## config.mk

```make
export PLATFORM = sky130hd
export DESIGN_NAME = window_max_residual_collision_detect
export DESIGN_NICKNAME = d
export VERILOG_FILES = /design/src/design/wmrcd_pkg.sv /design/src/design/wmrcd_ram.sv /design/src/design/window_max_residual_collision_detect.sv
export SDC_FILE = /design/constraint.sdc
export NUM_CORES = 2
export LEC_CHECK = 0
export ABC_CLOCK_PERIOD_IN_PS = 5800
export BUFFER_PORTS_ARGS = -buffer_cell sky130_fd_sc_hd__buf_4
export CAP_MARGIN = 20
export CORE_MARGIN = 2
export CORE_UTILIZATION = 44
export CTS_BUF_LIST = sky130_fd_sc_hd__clkbuf_8 sky130_fd_sc_hd__clkbuf_16
export DETAILED_ROUTE_END_ITERATION = 12
export SYNTH_ARGS = -nofsm -noshare
export SYNTH_HDL_FRONTEND = slang
export SYNTH_SLANG_ARGS = --single-unit
```

## constraint.sdc

```tcl
create_clock -name clk -period 5.8 [get_ports clk]
set_input_delay 0.58 -clock clk [delete_from_list [all_inputs] [get_ports clk]]
set_output_delay 0.58 -clock clk [all_outputs]
set_load 0.01 [all_outputs]
```

## src/design/wmrcd_pkg.sv

```systemverilog
package wmrcd_pkg;

	// Block sizing
	localparam int NUM_JOINTS   = 8;
	localparam int WINDOW_DEPTH = 8;

	// Derived widths
	localparam int MAG_W     = 31;
	localparam int ENTRIES   = NUM_JOINTS * WINDOW_DEPTH;
	localparam int ADDR_W    = (ENTRIES > 1) ? $clog2(ENTRIES) : 1;
	localparam int PTR_W     = (WINDOW_DEPTH > 1) ? $clog2(WINDOW_DEPTH) : 1;
	localparam int JSEL_W    = (NUM_JOINTS > 1) ? $clog2(NUM_JOINTS) : 1;

	// Input word
	typedef struct packed {
		logic [2:0]         joint_index;
		logic signed [31:0] residual;
		logic               last_joint;
	} in_t;

	// Result word
	typedef struct packed {
		logic       joint_exceeds;
		logic [3:0] collision_joint;
		logic       step_done;
	} out_t;

endpackage

```

## src/design/wmrcd_ram.sv

```systemverilog
module wmrcd_ram #(
	parameter int WIDTH = 31,
	parameter int DEPTH = 64
) (
	input  logic                             clk,
	input  logic                             we,
	input  logic [$clog2(DEPTH)-1:0]         waddr,
	input  logic [WIDTH-1:0]                 wdata,
	input  logic [$clog2(DEPTH)-1:0]         raddr,
	output logic [WIDTH-1:0]                 rdata
);

	logic [WIDTH-1:0] mem [DEPTH];

	// One write port, one registered read port
	always_ff @(posedge clk) begin
		if (we) begin
			mem[waddr] <= wdata;
		end
		rdata <= mem[raddr];
	end

endmodule

```

## src/design/window_max_residual_collision_detect.sv

```systemverilog
// Per-joint sliding-window collision detector. Each input word carries one
// signed Q16.16 residual for one joint; its magnitude (most negative value
// saturates) is compared against the largest of that joint's last
// WINDOW_DEPTH magnitudes plus the margin register, and the word that ends a
// time step reports the highest exceeding joint, 1-based, or 0. A word goes
// through the accept cycle, which also pushes the joint's previous magnitude
// into the window, one read of the window RAM per entry through its single
// read port, a drain state that folds in the last read, the margin compare
// and the result register load, which waits out a stalled result. in_stall
// is high while a word is in flight. The window RAM is cleared through
// per-entry valid bits, so no clearing pass follows reset. The user must
// write the margin with cfg_we only while idle; the block does not enforce it.
module window_max_residual_collision_detect import wmrcd_pkg::*; (
	input  logic             clk,
	input  logic             arst_n,
	input  logic             in_valid,
	output logic             in_stall,
	input  in_t              in_word,
	output logic             out_valid,
	input  logic             out_stall,
	output out_t             out_word,
	input  logic             cfg_we,
	input  logic [MAG_W-1:0] cfg_wdata
);

	typedef enum logic [2:0] {
		ST_IDLE,
		ST_SCAN,
		ST_DRAIN,
		ST_CHECK,
		ST_FINISH
	} state_t;

	state_t                state_q;
	logic [MAG_W-1:0]      margin_q;
	logic [MAG_W-1:0]      prev_mag_q [NUM_JOINTS];
	logic [PTR_W-1:0]      ptr_q [NUM_JOINTS];
	logic [ENTRIES-1:0]    valid_q;
	logic [3:0]            step_coll_q;

	// Item in flight
	logic [JSEL_W-1:0]     jsel_q;
	logic [2:0]            joint_q;
	logic [MAG_W-1:0]      mag_q;
	logic                  done_q;
	logic                  exceeds_q;
	logic [PTR_W-1:0]      rd_cnt_q;
	logic [MAG_W-1:0]      max_q;

	// Read pipeline
	logic                  rd_pend_s1;
	logic                  rd_valid_s1;

	logic                  in_accept;
	logic                  in_range;
	logic [JSEL_W-1:0]     jsel_in;
	logic [31:0]           neg_res;
	logic [MAG_W-1:0]      mag_in;
	logic                  ram_we;
	logic [ADDR_W-1:0]     ram_waddr;
	logic [ADDR_W-1:0]     ram_raddr;
	logic [MAG_W-1:0]      ram_rdata;
	logic [MAG_W-1:0]      rd_data;
	logic [MAG_W:0]        limit;
	logic                  out_free;
	logic [3:0]            joint_p1;
	logic [3:0]            step_coll_nx;

	assign in_stall  = (state_q != ST_IDLE);
	assign in_accept = in_valid && !in_stall;
	assign in_range  = (int'(in_word.joint_index) < NUM_JOINTS);
	assign jsel_in   = JSEL_W'(in_word.joint_index);

	// Magnitude with saturation of the most negative residual
	assign neg_res = ~in_word.residual + 32'd1;
	always_comb begin
		if (in_word.residual == 32'sh8000_0000) begin
			mag_in = '1;
		end else if (in_word.residual[31]) begin
			mag_in = neg_res[MAG_W-1:0];
		end else begin
			mag_in = in_word.residual[MAG_W-1:0];
		end
	end

	// Push previous magnitude into the window on accept
	assign ram_we    = in_accept && in_range;
	assign ram_waddr = ADDR_W'(int'(jsel_in) * WINDOW_DEPTH + int'(ptr_q[jsel_in]));
	assign ram_raddr = ADDR_W'(int'(jsel_q) * WINDOW_DEPTH + int'(rd_cnt_q));

	wmrcd_ram #(
		.WIDTH(MAG_W),
		.DEPTH(ENTRIES)
	) u_window (
		.clk  (clk),
		.we   (ram_we),
		.waddr(ram_waddr),
		.wdata(prev_mag_q[jsel_in]),
		.raddr(ram_raddr),
		.rdata(ram_rdata)
	);

	// Entries never written read as zero
	assign rd_data = rd_valid_s1 ? ram_rdata : '0;

	// Threshold and step bookkeeping
	assign limit        = {1'b0, max_q} + {1'b0, margin_q};
	assign out_free     = !out_valid || !out_stall;
	assign joint_p1     = {1'b0, joint_q} + 4'd1;
	assign step_coll_nx = (exceeds_q && (joint_p1 > step_coll_q)) ? joint_p1 : step_coll_q;

	// Margin register
	always_ff @(posedge clk or negedge arst_n) begin
		if (!arst_n) begin
			margin_q <= '0;
		end else if (cfg_we) begin
			margin_q <= cfg_wdata;
		end
	end

	// Sequencer, per-joint state and result register
	always_ff @(posedge clk or negedge arst_n) begin
		if (!arst_n) begin
			state_q     <= ST_IDLE;
			valid_q     <= '0;
			step_coll_q <= '0;
			out_valid   <= 1'b0;
			out_word    <= '0;
			rd_pend_s1  <= 1'b0;
			rd_valid_s1 <= 1'b0;
			jsel_q      <= '0;
			joint_q     <= '0;
			mag_q       <= '0;
			done_q      <= 1'b0;
			exceeds_q   <= 1'b0;
			rd_cnt_q    <= '0;
			max_q       <= '0;
			for (int j = 0; j < NUM_JOINTS; j++) begin
				prev_mag_q[j] <= '0;
				ptr_q[j]      <= '0;
			end
		end else begin
			// Result taken; a new one loads in ST_FINISH instead
			if (out_valid && !out_stall && (state_q != ST_FINISH)) begin
				out_valid <= 1'b0;
			end

			rd_pend_s1  <= (state_q == ST_SCAN);
			rd_valid_s1 <= valid_q[ram_raddr];

			// Shared compare folds each window read into the running max
			if (rd_pend_s1 && (rd_data > max_q)) begin
				max_q <= rd_data;
			end

			case (state_q)
				ST_IDLE: begin
					if (in_accept) begin
						jsel_q    <= jsel_in;
						joint_q   <= in_word.joint_index;
						mag_q     <= mag_in;
						done_q    <= in_word.last_joint;
						exceeds_q <= 1'b0;
						rd_cnt_q  <= '0;
						max_q     <= '0;
						if (in_range) begin
							valid_q[ram_waddr] <= 1'b1;
							prev_mag_q[jsel_in] <= mag_in;
							if (ptr_q[jsel_in] == PTR_W'(WINDOW_DEPTH - 1)) begin
								ptr_q[jsel_in] <= '0;
							end else begin
								ptr_q[jsel_in] <= ptr_q[jsel_in] + 1'b1;
							end
							state_q <= ST_SCAN;
						end else begin
							state_q <= ST_FINISH;
						end
					end
				end
				ST_SCAN: begin
					if (rd_cnt_q == PTR_W'(WINDOW_DEPTH - 1)) begin
						state_q <= ST_DRAIN;
					end else begin
						rd_cnt_q <= rd_cnt_q + 1'b1;
					end
				end
				ST_DRAIN: begin
					state_q <= ST_CHECK;
				end
				ST_CHECK: begin
					exceeds_q <= ({1'b0, mag_q} > limit);
					state_q   <= ST_FINISH;
				end
				ST_FINISH: begin
					if (out_free) begin
						out_valid                <= 1'b1;
						out_word.joint_exceeds   <= exceeds_q;
						out_word.collision_joint <= done_q ? step_coll_nx : 4'd0;
						out_word.step_done       <= done_q;
						step_coll_q              <= done_q ? 4'd0 : step_coll_nx;
						state_q                  <= ST_IDLE;
					end
				end
				default: begin
					state_q <= ST_IDLE;
				end
			endcase
		end
	end

endmodule

```

; ---- After elaboration in Yosys (flattened, before gate mapping)
; Memories as Yosys holds them, arrays and structs flattened. A register that Yosys moved wholly into a read port is not among the register bits.
; Index checks and enable logic that the tools add are counted.
[word_totals]
ff_bits = 453
ramBits = 1984
memories = 1
out_inout_bits = 8
[memory_table]
columns = memory, words, width, read_ports, rd_clocked_by_memory_dff, wr, line
row1 = u_window.mem, 64, 31, 1, 1, 1, wmrcd_ram.sv:13  ; logic [WIDTH-1:0] mem [DEPTH];
[op_classes]
mux = 40
add_sub_neg = 7
n_reduce_logical = 20
magnitude_cmp = 8
bitwise = 5
eq_ne = 12
[ops]
columns = cell, count
row1 = $mux W31, 9
row2 = $bwmux W248, 1
row3 = $bmux W31 S3, 1
row4 = $demux W31 S3, 1
row5 = $or A64 B64 Y64, 1
row6 = $add A31 B31 Y32, 1
row7 = $eq A32 B32 Y1 const B, 1
row8 = $gt A31 B32 Y1, 1
row9 = $add A31 B1 Y31 const B, 1
row10 = $gt A31 B31 Y1, 1
row11 = $not A31 Y31, 1
row12 = $and A24 B24 Y24, 1
row13 = $bwmux W24, 1
row14 = $mux W24, 1
row15 = $mux W3, 8
row16 = $not A24 Y24, 1
row17 = $pmux W3 S5, 1
row18 = $lt A6 B7 Y1 const B, 2
row19 = $add A6 B3 Y6, 2
row20 = $mux W4, 3
row21 = $bmux W3 S3, 1
row22 = $demux W3 S3, 1
row23 = $eq A3 B3 Y1 const B, 3
row24 = $mux W1, 8
row25 = other kinds (24), 40

; ---- Longest topological paths before layout
[logic_depth]
ltp_word = 10
depth_mapped = 18
mapped_depth_nobuf = 18

; ---- Hierarchy
; A second synthesis with hierarchy kept.
[unflattened]
cells_unflattened = 5721
hier_area_um2 = 98874.8
[modules_own_cells]
columns = module, area_per_inst_um2, cells_each, instances
row1 = wmrcd_ram, 76305.7, 3418, 1
row2 = window_max_residual_collision_detect, 22569.1, 2303, 1

; ---- Worst setup path after synthesis
; OpenSTA, ideal clock, no wires.
[synth_path]
path_type = register to register
start = reg max_q[0]
end = reg exceeds_q
setup_time_ns = 0.132
t_arrival_ns = 3.889
required_ns = 5.668
stages_incl_launch_ff = 18
period_less_slack_ns = 4.021
setup_slack_ns = 1.779
cell_sequence = dfrtp_1 > ha_1 > inv_1 > fa_1 > nor2b_1 > o31a_1 > o31ai_1 > a2111oi_0 > o211a_1 > o221ai_1 > xor2_1 > ha_1 > nand3_1 > nor4_1 > nand2_1 > or4_1 > o311ai_0 > a2bb2oi_1
[synth_via]
elab_chain_len = 3
[synth_lines]
columns = element, line
row1 = from (decl), window_max_residual_collision_detect.sv:48  ; logic [MAG_W-1:0] max_q;
row2 = from (signal assigned), window_max_residual_collision_detect.sv:153  ; max_q <= rd_data;
row3 = $add A31 B31 Y32, window_max_residual_collision_detect.sv:107  ; assign limit = {1'b0, max_q} + {1'b0, margin_q};
row4 = $gt A31 B32 Y1, window_max_residual_collision_detect.sv:191  ; exceeds_q <= ({1'b0, mag_q} > limit);
row5 = $pmux W1 S2, window_max_residual_collision_detect.sv:156  ; case (state_q)
row6 = to (signal assigned), window_max_residual_collision_detect.sv:191
row7 = to (decl), window_max_residual_collision_detect.sv:46  ; logic exceeds_q;
; Every way passes these cells.
; A chain may end at the register's enable or synchronous reset.

; ---- Worst setup path after layout
; Same ends and word-level chain as after synthesis.

==> impl_metrics.yaml <==
power:
  finalPower_uw: 55600
  p_leak_uw: 0.0385
  power_density_mw_per_mm2: 496
  peakVddDrop_mv: 0.393
sta:
  period_needed_ns: 4.92
  drv_slew: 0
  max_freq_mhz: 203
  finalSetupViolations: 0
  rsz0062_at_grt: "false"
  slew_headroom_pct: 25.2
  setup-tns-final_ns: 0
  fin_skew_ns: 0.0709
  period_share_pct: 84.9
  tightest_slew_ns: 1.12
  hold_violations: 0
drt:
  wl_per_cell_um: 28.7
  drtAntennaViolNets: 0
  dr_total_vias: 50100
  drt_first_iter_violations: 5265
  wl_um: 246000
  firstDrtPassIters: 6
  drt_drc_violations_left: 0
  vias_per_cell: 5.84
job:
  drv_cap: 0
synthesis:
  synth_top_area_share_pct: 60.6
  syn_area_sq_mm: 0.0983
  synth_top_area_cell: "edfxtp_1"
  synthTopCellsByArea: "edfxtp_1, mux4_2, dfrtp_1"
  ys_seq_elements: 2468
  synthArstFlopShare_pct: 18.4
  ys_types: 75
  yosysSeqAreaShare_pct: 72.8
  synth_area_per_cell_sq_um: 19.1
  synthCells: 5153
  yosysWarningCount: 0
  synth_fp_nets: 5329
  synth_edf_count: 1984
  synth-main-ff-cell: "edfxtp_1"
grt:
  first_global_vias: 51500
  antenna_found_initial: 28
  grt_pass1_wl_um: 359000
  grt.total_usage_pct: 21.7
  grt_max_degree: 143
  grt_overflow: 0
layout:
  syn2layout_area_growth_pct: 14.0
  final_cell_mix: "edfxtp_1, mux4_2, dfrtp_1, nand2_1, clkbuf_16"
  fin_nets: 5591
  utilization_pct: 50.4
  mostFrequentLayoutCell: "edfxtp_1"
  drive_gt1_share_pct: 25.4
setup_path:
  cp-end-kind: "flop"
  path_depth: 17
  cp.arrival_ns: 5.67
  cpMaxStageDelayCell: "a2111oi_0"
  worstSetupPathType: "reg2reg"
  cp-start-kind: "flop"
  worstPathCellList: "ha_1, inv_1, fa_1, nor2b_1, o31a_1, o31ai_1, a2111oi_0, o21ai_0, and4b_1, nor3_1, ha_1, nand4_1, nor4_1, nand2_1, or4_1, o311ai_0, a2bb2oi_1"
  cp_common_cell: "ha_1"
  critPathMaxStageDelay_ns: 0.86
  worstPathMaxFanout: 5
  crit_required_ns: 6.55
  timing.critical_path.buf_inv: 1
  reg2reg_depth: 17
  crit_family: "simple AND/OR/NAND/NOR gates"
clock_tree:
  postCtsSetupBuffers: 0
  cts_buffers: 275
  cts.clk_slew.worst_paths_ns: 0.06
  htreeDepth: 5
  clk_path_buf_depth: 4
  ctsResizeCount: 0
  clock-root-buffer: "clkbuf_16"
  tritoncts: "built"
  clock-sinks: 2468
  worstSkewPairLatency_ns: 0.90
min_path:
  hold_class: "in2reg"
  whs_path_depth: 3
floorplan:
  dieArea_sq_mm: 0.227
  die_y_um: 477
  num_rows: 173
  ios: 80
  die_x_um: 477
  initial_utilization_pct: 44.2
  core_sq_mm: 0.222
placement:
  port_buffers: 79
  place.gp.congestion: 0.820
  dp_hpwl_um: 139000
run_status:
  run_status: "completed"
-- registers in the layout, indices dropped and copies added, names as in the netlist, 3 cells and up --
signal / cells
joint_q: 3
u_window.rdata: 31
max_q: 31
out_word: 6
valid_q: 64
rd_cnt_q: 3
mag_q: 31
margin_q: 31
state_q: 3
prev_mag_q: 248
step_coll_q: 4
u_window.mem: 1984
ptr_q: 24
-- kinds of logic after synthesis --
| group | after synthesis | synth area share [%] |
|---|---|---|
| muxes | 740 | 16.2 |
| AOI/OAI and AO/OA | 684 | 4.32 |
| adders and majority gates | 104 | 1.33 |
| buffers and inverters | 344 | 1.46 |
| and+or+nand+nor | 762 | 3.47 |
| DFF | 2468 | 72.8 |
| xor gates and xnor gates | 51 | 0.455 |
-- metal layers --
metal / GRT usage [%] / vias to the layer above / wire (um)
met4: 5.80 / 0 / 5700
met3: 3.84 / 346 / 17300
met2: 35.0 / 1752 / 120000
li1: - / 21300 / -
met1: 30.6 / 26700 / 103000
met5: 0 / - / 0
-- final timing paths --
path,end,start,slack (ns)
hold / removal,joint_q[1],in_word[34],0.08
min in group asynchronous,prev_mag_q[185],arst_n,0.29
hold reg to reg,valid_q[7],valid_q[7],0.47
max in group asynchronous,valid_q[14],arst_n,4.02
setup reg to reg,exceeds_q,max_q[0],0.88
setup / recovery,exceeds_q,max_q[0],0.88
-- metrics by stage --
stage | cells | setup slack, ns | hold WS [ns] | cell area [sq um]
after floorplan | 5153 | 1.78 | 0.284 | 98300
after global placement | 8078 | 0.967 | 0.453 | 103000
after detailed placement | 8078 | 0.919 | 0.456 | 103000
after CTS | 8570 | 0.889 | 0.0101 | 112000
after global routing | 8572 | 0.624 | 0.0399 | 112000
final | 8573 | 0.879 | 0.0766 | 112000
-- repair_timing --
action | CTS | global route
endpoints found under the setup margin | 0 | 0
endpoints found under the hold margin | 113 | 0
hold buffers | 34 | 0
-- cells in the mapped netlist, drive strengths merged, types with 10 or more instances --
master / count
nand3: 14
mux4: 674
xnor2: 36
a21oi: 50
dfxtp: 31
nand4: 43
inv: 50
xor2: 15
nor3: 14
o21bai: 69
clkbuf: 210
nand2b: 12
mux2i: 34
o21ai: 341
a22oi: 128
dfrtp: 453
o31ai: 13
ha: 103
mux2: 32
a21o: 25
nand2: 446
nor2b: 15
buf: 84
and3: 10
edfxtp: 1984
and2: 38
nor2: 130
-- where the power goes --
group	internal [uW]	total, uW	switching (uW)
Combinational	6440	15500	9070
Clock	9540	16300	6750
Sequential	22600	23800	1210
Total	38600	55600	17000
-- worst reg2reg max path: stages, from the launching register on --
cell       delay (ns)
dfrtp_1          0.38
ha_1             0.18
inv_1            0.06
fa_1             0.39
nor2b_1          0.17
o31a_1           0.20
o31ai_1          0.16
a2111oi_0        0.86
o21ai_0          0.33
and4b_1          0.29
nor3_1           0.21
ha_1             0.15
nand4_1          0.12
nor4_1           0.41
nand2_1          0.13
or4_1            0.51
o311ai_0         0.12
a2bb2oi_1        0.11
-- area by class of cell --
cell class | instances | area, sq um
clock buffer | 297 | 7250
multi-input combinational | 2341 | 25900
sequential | 2468 | 71600
tap | 2975 | 3720
inverter | 50 | 188
fill | 17800 | 110000
antenna | 2 | 5.00
clock inverter | 161 | 1070
timing repair buffer | 279 | 2370
Power figures use the tool's default switching activity.
